[src/hdl/ptts_pkg.sv]
// ---------------------------------------------------------------------------
// Periodic task tick scheduler package
// Command and result word types, operation codes, mode and status codes.
// ---------------------------------------------------------------------------
package ptts_pkg;

  // Operation codes carried in the command word.
  typedef enum logic [2:0] {
    OP_TICK       = 3'd0,
    OP_DISPATCH   = 3'd1,
    OP_CREATE     = 3'd2,
    OP_SET_MODE   = 3'd3,
    OP_SET_PERIOD = 3'd4,
    OP_SET_COUNT  = 3'd5,
    OP_READ       = 3'd6
  } op_t;

  // Task modes.
  localparam logic [1:0] MODE_PAUSED   = 2'd0;
  localparam logic [1:0] MODE_RUNNABLE = 2'd1;
  localparam logic [1:0] MODE_READY    = 2'd2;

  // Result status codes.
  localparam logic [1:0] ST_OK     = 2'd0;
  localparam logic [1:0] ST_NOSLOT = 2'd1;
  localparam logic [1:0] ST_FULL   = 2'd2;
  localparam logic [1:0] ST_NONE   = 2'd3;

  // Command word.
  typedef struct packed {
    logic [2:0]  op;
    logic [2:0]  task_id;
    logic [1:0]  mode_value;
    logic [15:0] time_value;
  } cmd_t;

  // Result word.
  typedef struct packed {
    logic [2:0]  slot_out;
    logic [1:0]  mode_out;
    logic [15:0] period_out;
    logic [15:0] count_out;
    logic [1:0]  status;
  } res_t;

  // Status from the update unit to the sequencer.
  typedef struct packed {
    logic wr;   // entry must be written back
    logic hit;  // entry was ready and has been dispatched
  } alu_flags_t;

endpackage

[src/hdl/ptts_table.sv]
// ---------------------------------------------------------------------------
// Task table memory
// One write port and one read port; read data is registered.
// ---------------------------------------------------------------------------
module ptts_table #(
  parameter int DEPTH = 8,
  parameter int AW    = 3,
  parameter int EW    = 34
) (
  input  logic          clk,
  input  logic          we,
  input  logic [AW-1:0] waddr,
  input  logic [EW-1:0] wdata,
  input  logic [AW-1:0] raddr,
  output logic [EW-1:0] rdata
);

  logic [EW-1:0] mem [DEPTH];

  // Write port.
  always_ff @(posedge clk) begin
    if (we) begin
      mem[waddr] <= wdata;
    end
  end

  // Registered read port.
  always_ff @(posedge clk) begin
    rdata <= mem[raddr];
  end

endmodule

[src/hdl/ptts_alu.sv]
// ---------------------------------------------------------------------------
// Task entry update unit
// Computes the new mode, counter and period of one task entry for the
// current operation, and tells the sequencer whether to write it back.
// ---------------------------------------------------------------------------
module ptts_alu
  import ptts_pkg::*;
#(
  parameter int TIME_BITS = 16
) (
  input  op_t                  op,
  input  logic [1:0]           mode_value,
  input  logic [TIME_BITS-1:0] time_value,
  input  logic [1:0]           mode_in,
  input  logic [TIME_BITS-1:0] count_in,
  input  logic [TIME_BITS-1:0] period_in,
  output logic [1:0]           mode_new,
  output logic [TIME_BITS-1:0] count_new,
  output logic [TIME_BITS-1:0] period_new,
  output alu_flags_t           flags
);

  localparam logic [TIME_BITS-1:0] ONE = TIME_BITS'(1);

  logic [1:0] mode_clean;

  // The unused mode code is taken as runnable.
  assign mode_clean = (mode_value == 2'd3) ? MODE_RUNNABLE : mode_value;

  // Entry update for each operation.
  always_comb begin
    mode_new   = mode_in;
    count_new  = count_in;
    period_new = period_in;
    flags      = '0;
    case (op)
      OP_TICK: begin
        if (mode_in != MODE_PAUSED) begin
          flags.wr = 1'b1;
          if (count_in >= period_in) begin
            count_new = ONE;
            mode_new  = MODE_READY;
          end else begin
            count_new = count_in + ONE;
          end
        end
      end
      OP_DISPATCH: begin
        flags.hit = (mode_in == MODE_READY);
        flags.wr  = flags.hit;
        mode_new  = MODE_RUNNABLE;
      end
      OP_CREATE: begin
        flags.wr   = 1'b1;
        mode_new   = mode_clean;
        count_new  = ONE;
        period_new = time_value;
      end
      OP_SET_MODE: begin
        flags.wr = 1'b1;
        mode_new = mode_clean;
        if (mode_clean == MODE_PAUSED) begin
          count_new = ONE;
        end
      end
      OP_SET_PERIOD: begin
        flags.wr   = 1'b1;
        period_new = time_value;
      end
      OP_SET_COUNT: begin
        flags.wr  = 1'b1;
        count_new = time_value;
      end
      default: begin
        flags = '0;
      end
    endcase
  end

endmodule

[src/hdl/periodic_task_tick_scheduler_core.sv]
// ---------------------------------------------------------------------------
// Periodic task tick scheduler core
// Table of periodic tasks with tick, dispatch, create, set and read commands.
// ---------------------------------------------------------------------------
// A command word is taken when start is high and busy is low. Exactly one
// result word follows. It is shown for one cycle with result_valid and must
// be taken then, since the receiver cannot stall the block. The decode
// state gives the result for create, an unused command, every error case,
// and a tick or dispatch on an empty table. Set and read commands pass
// through the single-entry state after decode. A tick or dispatch on a
// table of created tasks visits every created task in the walk state; a
// dispatch that finds a ready slot stops there. The walk over the task
// table follows the ports: the table has one read port and one write port,
// so one task entry is read and one is updated per cycle through a single
// update unit. A new command may be accepted at the edge that ends the
// result cycle.
// ---------------------------------------------------------------------------
module periodic_task_tick_scheduler_core
  import ptts_pkg::*;
#(
  parameter int MAX_TASKS = 8,
  parameter int TIME_BITS = 16
) (
  input  logic clk,
  input  logic rst,
  input  logic start,
  input  cmd_t cmd,
  output logic busy,
  output logic result_valid,
  output res_t result
);

  localparam int AW   = (MAX_TASKS > 1) ? $clog2(MAX_TASKS) : 1;
  localparam int CW   = $clog2(MAX_TASKS + 1);
  localparam int CMPW = (CW > 3) ? CW : 3;
  localparam int EW   = 2 + 2 * TIME_BITS;

  typedef enum logic [1:0] {
    S_IDLE,
    S_DECODE,
    S_WALK,
    S_SINGLE
  } state_t;

  state_t               state;
  cmd_t                 cmd_q;
  logic [CW-1:0]        tasks_in_use;
  logic [CW-1:0]        rd_idx;
  logic                 pend;
  logic [AW-1:0]        pend_idx;

  op_t                  op_q;
  logic                 id_bad;
  logic                 table_full;
  logic [TIME_BITS-1:0] tv;

  logic                 mem_we;
  logic [AW-1:0]        mem_waddr;
  logic [AW-1:0]        mem_raddr;
  logic [EW-1:0]        mem_wdata;
  logic [EW-1:0]        mem_rdata;

  logic [1:0]           upd_mode;
  logic [TIME_BITS-1:0] upd_count;
  logic [TIME_BITS-1:0] upd_period;
  alu_flags_t           flags;

  // Result word that carries only a status.
  function automatic res_t empty_word(logic [1:0] st);
    res_t w;
    w        = '0;
    w.status = st;
    return w;
  endfunction

  // Decoded fields of the held command.
  assign op_q       = op_t'(cmd_q.op);
  assign id_bad     = CMPW'(cmd_q.task_id) >= CMPW'(tasks_in_use);
  assign table_full = tasks_in_use >= CW'(MAX_TASKS);
  assign tv         = TIME_BITS'(cmd_q.time_value);

  // Task table.
  ptts_table #(
    .DEPTH (MAX_TASKS),
    .AW    (AW),
    .EW    (EW)
  ) u_table (
    .clk   (clk),
    .we    (mem_we),
    .waddr (mem_waddr),
    .wdata (mem_wdata),
    .raddr (mem_raddr),
    .rdata (mem_rdata)
  );

  // Shared entry update unit.
  ptts_alu #(
    .TIME_BITS (TIME_BITS)
  ) u_alu (
    .op         (op_q),
    .mode_value (cmd_q.mode_value),
    .time_value (tv),
    .mode_in    (mem_rdata[EW-1 -: 2]),
    .count_in   (mem_rdata[2*TIME_BITS-1 -: TIME_BITS]),
    .period_in  (mem_rdata[TIME_BITS-1:0]),
    .mode_new   (upd_mode),
    .count_new  (upd_count),
    .period_new (upd_period),
    .flags      (flags)
  );

  // Table port control.
  always_comb begin
    mem_raddr = (state == S_DECODE) ? AW'(cmd_q.task_id) : AW'(rd_idx);
    mem_wdata = {upd_mode, upd_count, upd_period};
    mem_we    = 1'b0;
    mem_waddr = pend_idx;
    case (state)
      S_DECODE: begin
        mem_we    = (op_q == OP_CREATE) && !table_full;
        mem_waddr = AW'(tasks_in_use);
      end
      S_WALK: begin
        mem_we    = pend && flags.wr;
        mem_waddr = pend_idx;
      end
      S_SINGLE: begin
        mem_we    = flags.wr;
        mem_waddr = AW'(cmd_q.task_id);
      end
      default: begin
        mem_we = 1'b0;
      end
    endcase
  end

  // Sequencer, task count and result register.
  always_ff @(posedge clk) begin
    if (rst) begin
      state        <= S_IDLE;
      busy         <= 1'b0;
      result_valid <= 1'b0;
      tasks_in_use <= '0;
      rd_idx       <= '0;
      pend         <= 1'b0;
    end else begin
      result_valid <= 1'b0;
      case (state)
        S_IDLE: begin
          if (start) begin
            cmd_q <= cmd;
            busy  <= 1'b1;
            state <= S_DECODE;
          end
        end

        S_DECODE: begin
          rd_idx <= '0;
          pend   <= 1'b0;
          case (op_q)
            OP_TICK, OP_DISPATCH: begin
              if (tasks_in_use == '0) begin
                state        <= S_IDLE;
                busy         <= 1'b0;
                result_valid <= 1'b1;
                result       <= empty_word((op_q == OP_DISPATCH) ? ST_NONE : ST_OK);
              end else begin
                state <= S_WALK;
              end
            end
            OP_CREATE: begin
              state        <= S_IDLE;
              busy         <= 1'b0;
              result_valid <= 1'b1;
              if (table_full) begin
                result <= empty_word(ST_FULL);
              end else begin
                result.slot_out   <= 3'(tasks_in_use);
                result.mode_out   <= upd_mode;
                result.period_out <= 16'(upd_period);
                result.count_out  <= 16'(upd_count);
                result.status     <= ST_OK;
                tasks_in_use      <= CW'(tasks_in_use + 1'b1);
              end
            end
            OP_SET_MODE, OP_SET_PERIOD, OP_SET_COUNT, OP_READ: begin
              if (id_bad) begin
                state        <= S_IDLE;
                busy         <= 1'b0;
                result_valid <= 1'b1;
                result       <= empty_word(ST_NOSLOT);
              end else begin
                state <= S_SINGLE;
              end
            end
            default: begin
              state        <= S_IDLE;
              busy         <= 1'b0;
              result_valid <= 1'b1;
              result       <= empty_word(ST_OK);
            end
          endcase
        end

        // One entry read and one entry updated per cycle.
        S_WALK: begin
          if (pend && (op_q == OP_DISPATCH) && flags.hit) begin
            state             <= S_IDLE;
            busy              <= 1'b0;
            result_valid      <= 1'b1;
            result.slot_out   <= 3'(pend_idx);
            result.mode_out   <= upd_mode;
            result.period_out <= 16'(upd_period);
            result.count_out  <= 16'(upd_count);
            result.status     <= ST_OK;
          end else if (pend && (rd_idx == tasks_in_use)) begin
            state        <= S_IDLE;
            busy         <= 1'b0;
            result_valid <= 1'b1;
            result       <= empty_word((op_q == OP_DISPATCH) ? ST_NONE : ST_OK);
          end else begin
            pend     <= 1'b1;
            pend_idx <= AW'(rd_idx);
            rd_idx   <= CW'(rd_idx + 1'b1);
          end
        end

        // Entry of the addressed slot is in the read register now.
        S_SINGLE: begin
          state             <= S_IDLE;
          busy              <= 1'b0;
          result_valid      <= 1'b1;
          result.slot_out   <= cmd_q.task_id;
          result.mode_out   <= upd_mode;
          result.period_out <= 16'(upd_period);
          result.count_out  <= 16'(upd_count);
          result.status     <= ST_OK;
        end

        default: begin
          state <= S_IDLE;
          busy  <= 1'b0;
        end
      endcase
    end
  end

endmodule

[config.mk]
export PLATFORM = sky130hd
export DESIGN_NAME = periodic_task_tick_scheduler_core
export DESIGN_NICKNAME = d
export VERILOG_FILES = /design/src/hdl/ptts_pkg.sv /design/src/hdl/ptts_table.sv /design/src/hdl/ptts_alu.sv /design/src/hdl/periodic_task_tick_scheduler_core.sv
export SDC_FILE = /design/constraint.sdc
export NUM_CORES = 1
export LEC_CHECK = 0
export BUFFER_PORTS_ARGS = -buffer_cell sky130_fd_sc_hd__buf_2
export CAP_MARGIN = 20
export CORE_ASPECT_RATIO = 0.7
export CORE_MARGIN = 3
export CORE_UTILIZATION = 40
export DETAILED_ROUTE_END_ITERATION = 10
export GPL_TIMING_DRIVEN = 0
export SYNTH_ARGS = -nofsm -noshare
export SYNTH_HDL_FRONTEND = slang
export SYNTH_HIERARCHICAL = 1
export SYNTH_SLANG_ARGS = --single-unit
[constraint.sdc]
create_clock -name clk -period 4.6 [get_ports clk]
set_clock_uncertainty 0.1 [all_clocks]
set_input_delay 0.23 -clock clk [delete_from_list [all_inputs] [get_ports clk]]
set_output_delay 0.23 -clock clk [all_outputs]
set_load 0.05 [all_outputs]
; ---- Word level (Yosys, flattened, before mapping)
; Memory sizes are Yosys's and may differ from the RTL's. A register that Yosys moved wholly into a read port is not among the register bits.
; Index checks and enable logic that the tools add are counted.
[totals]
reg_bits = 79
ramBits = 272
in_bits = 27
output_inout_bits = 41
n_memories = 1
[op_classes]
add_sub_neg = 3
order_cmp = 3
eq_ne = 18
muxes = 51
bitwise = 4
n_reduce_logical = 25
[mem_list]
columns = name, depth, width, rd, rd_ports_with_merged_regs, wr, line_no
row1 = u_table.mem, 8, 34, 1, 1, 1, ptts_table.sv:18  ; logic [EW-1:0] mem [DEPTH];
[ops]
columns = cell, n
row1 = $pmux 39 s3, 2
row2 = $mux 39, 5
row3 = $mux 16, 4
row4 = $pmux 16 s4, 1
row5 = $mux 2, 9
row6 = $add 16x1->16 const B, 1
row7 = $ge 16x16->1, 1
row8 = $mux 1, 15
row9 = $eq 3x3->1 const B, 3
row10 = $ne 3x3->1 const B, 3
row11 = $pmux 1 s3, 3
row12 = $reduce_and 3->1, 3
row13 = $add 4x1->4 const B, 2
row14 = $eq 2x2->1 const B, 4
row15 = $mux 4, 2
row16 = $pmux 2 s4, 1
row17 = $pmux 4 s2, 1
row18 = $reduce_and 4->1, 2
row19 = $reduce_or 4->1, 2
row20 = $eq 3x2->1 const B, 2
row21 = $ne 2x2->1 const B, 3
row22 = $pmux 1 s2, 3
row23 = $pmux 2 s3, 1
row24 = $pmux 3 s2, 1
row25 = other kinds (19), 30

; ---- Logic depth before layout (Yosys ltp)
[depth]
ltp_word = 8
depth_mapped = 10
ltp_nobuf = 9

; ---- Hierarchy
; The synthesis kept the hierarchy.
[modules_own_cells]
columns = module, instances, cells_each, area_per_inst_um2, seq_area_each_um2
row1 = ptts_table, 1, 441, 11083.1, 8848.5
row2 = periodic_task_tick_scheduler_core, 1, 247, 3369.5, 2242.2
row3 = ptts_alu, 1, 228, 1435.1, 0.0

; ---- Worst setup path before layout
; No wires, ideal clock.
[synth_path]
kind = reg-to-reg
start = register cmd_q (netlist bit op_q[2])
end = register result[0] in the netlist's numbering, enable pin
setup_ns = 0.484
arrival_ns = 4.391
path_slack_ns = -0.375
path_stages_with_launch = 9
path_buffers = 2
path_cell_list = edfxtp_1 buf_2 buf_1 nor4b_1 nand4bb_1 o21ai_2 a21oi_2 or2_4 nor3_1
[synth_lines]
columns = element, line_no
row1 = "start, declared", periodic_task_tick_scheduler_core.sv:46  ; cmd_t cmd_q;
row2 = "start signal, assigned", periodic_task_tick_scheduler_core.sv:151  ; cmd_q <= cmd;
row3 = "end signal, assigned", periodic_task_tick_scheduler_core.sv:166  ; result <= empty_word((op_q == OP_DISPATCH) ? ST_NONE : ST_OK);
row4 = "end signal, assigned", periodic_task_tick_scheduler_core.sv:176  ; result <= empty_word(ST_FULL);
row5 = "end signal, assigned", periodic_task_tick_scheduler_core.sv:191  ; result <= empty_word(ST_NOSLOT);
row6 = "end, declared", periodic_task_tick_scheduler_core.sv:30  ; output res_t result

==> out/results.ini <==
[outcome]
outcome = complete, no violations

[logic_synthesis]
postSynthCellCount = 916
seq_area_frac_synth = 0.698
synth_ff_type = edfxtp_1
async_reset_ff_frac = 0
synth_cell_types = 76
yosys.area.top_type_share = 0.639
synth_top_cell_by_area = edfxtp_1
yosysWarnings = 6
netlist_top_cells_count = edfxtp_1 (338), mux4_2 (56), dfxtp_1 (47), nand2_1 (45), nor2_1 (40)
synth.most_common_cell = edfxtp_1
syn_area_um2 = 15900
synth_area_leaders = edfxtp_1 (64%), mux4_2 (7.9%), dfxtp_1 (5.9%)
ys_seq_elements = 385
synth_edf_count = 338
synth.avg_cell_area_um2 = 17.3
synth_nets = 970

[die]
ios = 68
initial_core_util = 0.409
fp.dieArea_um2 = 42200
placementRows = 60
die_h_um = 173
coreArea_um2 = 38800
die_w_um = 244

[clock_network]
cts.sinks = 385
cts_buffers = 38
hold_buffers = 25
path_clk_slew_ns = 0.06
clockBufferDepth = 3
tritoncts = done
clockRootBuffer = clkbuf_16
clk-insertion-delay-late_ns = 0.53
cts_setup_buffers = 0
post_cts_resized = 0
htreeDepth = 2

[power]
leakagePower_nw = 6.37
p_per_area_nw_per_um2 = 435
ir_drop_v = 0.000286

[sta]
period_share = 0.762
clock.fmax_mhz = 285
post-route-min-period_ns = 3.50
worstMarginPinSlew_ns = 1.13
setup_ws_ns = 1.10
rsz0062_at_grt = no
whs_ns = 0.0684
hold_viol = 0
maxSlewHeadroom = 0.244
finalSetupViolCount = 0
finalMaxSlewViolations = 0

[layout]
final_area_um2 = 18800
instances_no_fill = 1626
antenna_cells = 0
nFillCells = 3295
drive_gt1_frac = 0.267
layout.nets = 1124
area_growth_pct = 18.2
finish.utilization = 0.484

[setup_path]
critPathMaxFanout = 21
cp-start-kind = flop
worst_path_most_repeated_cell = a21oi_1
crit_arrival_ns = 3.63
required_ns = 4.73
worst_setup_path_end_kind = flop
path_class = reg2reg
path_buf_inv = 3
worstPathCellList = buf_2 -> buf_1 -> nor3_1 -> a21oi_1 -> o21ai_0 -> a21oi_1 -> nand2_1 -> nor2_4 -> buf_16
max_stage_delay_ns = 0.78
crit_family = simple AND/OR/NAND/NOR gates
slowest_stage = nor2_4

[global_routing]
grt_max_degree = 22
grt_usage = 0.178
grt_antenna_before_repair = 0
first_global_vias = 8677
grt_first_pass_wirelength_mm = 56.3
overflow = 0

[placed_design]
dpl.cell_count = 1528
place_hpwl_mm = 25.8
io_buffers = 67
gp_congestion = 0.876
dp_slack_ns = 1.15
dpl_cell_area_um2 = 17300

[route]
drt.antenna.violating_nets = 0
dr.pass1.iters = 5
vias = 8788
wl_per_cell_um = 23.2
viasPerCell = 5.40
post-route-drc-count = 0
wirelength_mm = 37.7
drt_iter0_drc = 875

[job]
maxCapViolations = 0

[hold_path]
hold_path.class = in2reg

==> report_power, final <==
group,leakage [nW],switching (mW),internal (mW)
logic,2.30,0.621,0.404
registers,3.47,0.0978,4.00
clock network,0.602,1.29,1.76
==> registers in the layout, summed over array words and instances, names as in the netlist, 2 cells and up <==
name / cells
tasks_in_use: 4
cmd_q: 5
state: 2
u_table/mem: 272
u_table/rdata: 34
tv: 16
result: 39
op_q: 3
pend_idx: 3
rd_idx: 4
==> worst min-delay path: cells and delay by family <==
family	cells	cell delay [ns]
compound gates	1	0.10
buf+inv	2	0.18
mux	1	0.13
==> cells in the final DEF, fill, tap and decap left out, types with 23 or more instances in the layout <==
master / instances
a21oi_1: 28
nand2_1: 45
dfxtp_1: 47
buf_2: 84
ha_1: 27
nor2b_1: 37
dlygate4sd3_1: 25
o21ai_0: 27
inv_1: 30
edfxtp_1: 338
nor2_1: 34
clkbuf_16: 39
clkbuf_1: 23
mux4_2: 56
==> cell type report <==
class / instances / area, um^2 / share of cell area
sequential: 385 / 11100 / 0.590
multi-input combinational: 462 / 4520 / 0.240
inverter: 30 / 113 / 0.00600
clock inverter: 21 / 190 / 0.0101
buffer: 39 / 234 / 0.0125
timing repair buffer: 114 / 948 / 0.0505
tap: 527 / 659 / 0.0351
clock buffer: 48 / 1030 / 0.0548
==> metal layers <==
| layer | routed length, um | vias to the layer above | global-route usage | share of wire |
|---|---|---|---|---|
| met5 | 0 | - | 0 | 0 |
| met4 | 868 | 0 | 0.0480 | 0.023 |
| met3 | 2230 | 67 | 0.0322 | 0.059 |
| met2 | 16300 | 298 | 0.256 | 0.43 |
| met1 | 18300 | 4495 | 0.277 | 0.49 |
| li1 | - | 3928 | - | - |
==> per-stage QoR <==
| step | setup TNS (ns) | power, mW |
|---|---|---|
| floorplan | 0 | 4.82 |
| global placement | -396.37 | 5.13 |
| detailed placement | 0 | 5.17 |
| CTS | 0 | 8.23 |
| global route | 0 | 8.48 |
| finish | 0 | 8.17 |
==> cells by family after synthesis <==
| family | synth area share |
|---|---|
| compound gates | 0.0541 |
| flops | 0.698 |
| xor+xnor | 0.00496 |
| simple gates | 0.0651 |
| fa+ha+maj | 0.0213 |
| mux | 0.135 |
| buf+inv | 0.0218 |
==> path summary, 6_finish.rpt <==
| check | from | endpoint | cells after the start | slack [ns] |
|---|---|---|---|---|
| worst max-delay path | op_q[2]$_DFFE_PP_ | u_table/mem[7][24]$_DFFE_PP_ | 9 | 1.10 |
| worst min register to register | state[0]$_SDFFE_PP0P_ | state[0]$_SDFFE_PP0P_ | 2 | 0.41 |
| worst max register to register | op_q[2]$_DFFE_PP_ | u_table/mem[7][24]$_DFFE_PP_ | 9 | 1.10 |
| worst min-delay path | start | state[0]$_SDFFE_PP0P_ | 4 | 0.07 |
Power figures use the tool's default switching activity.
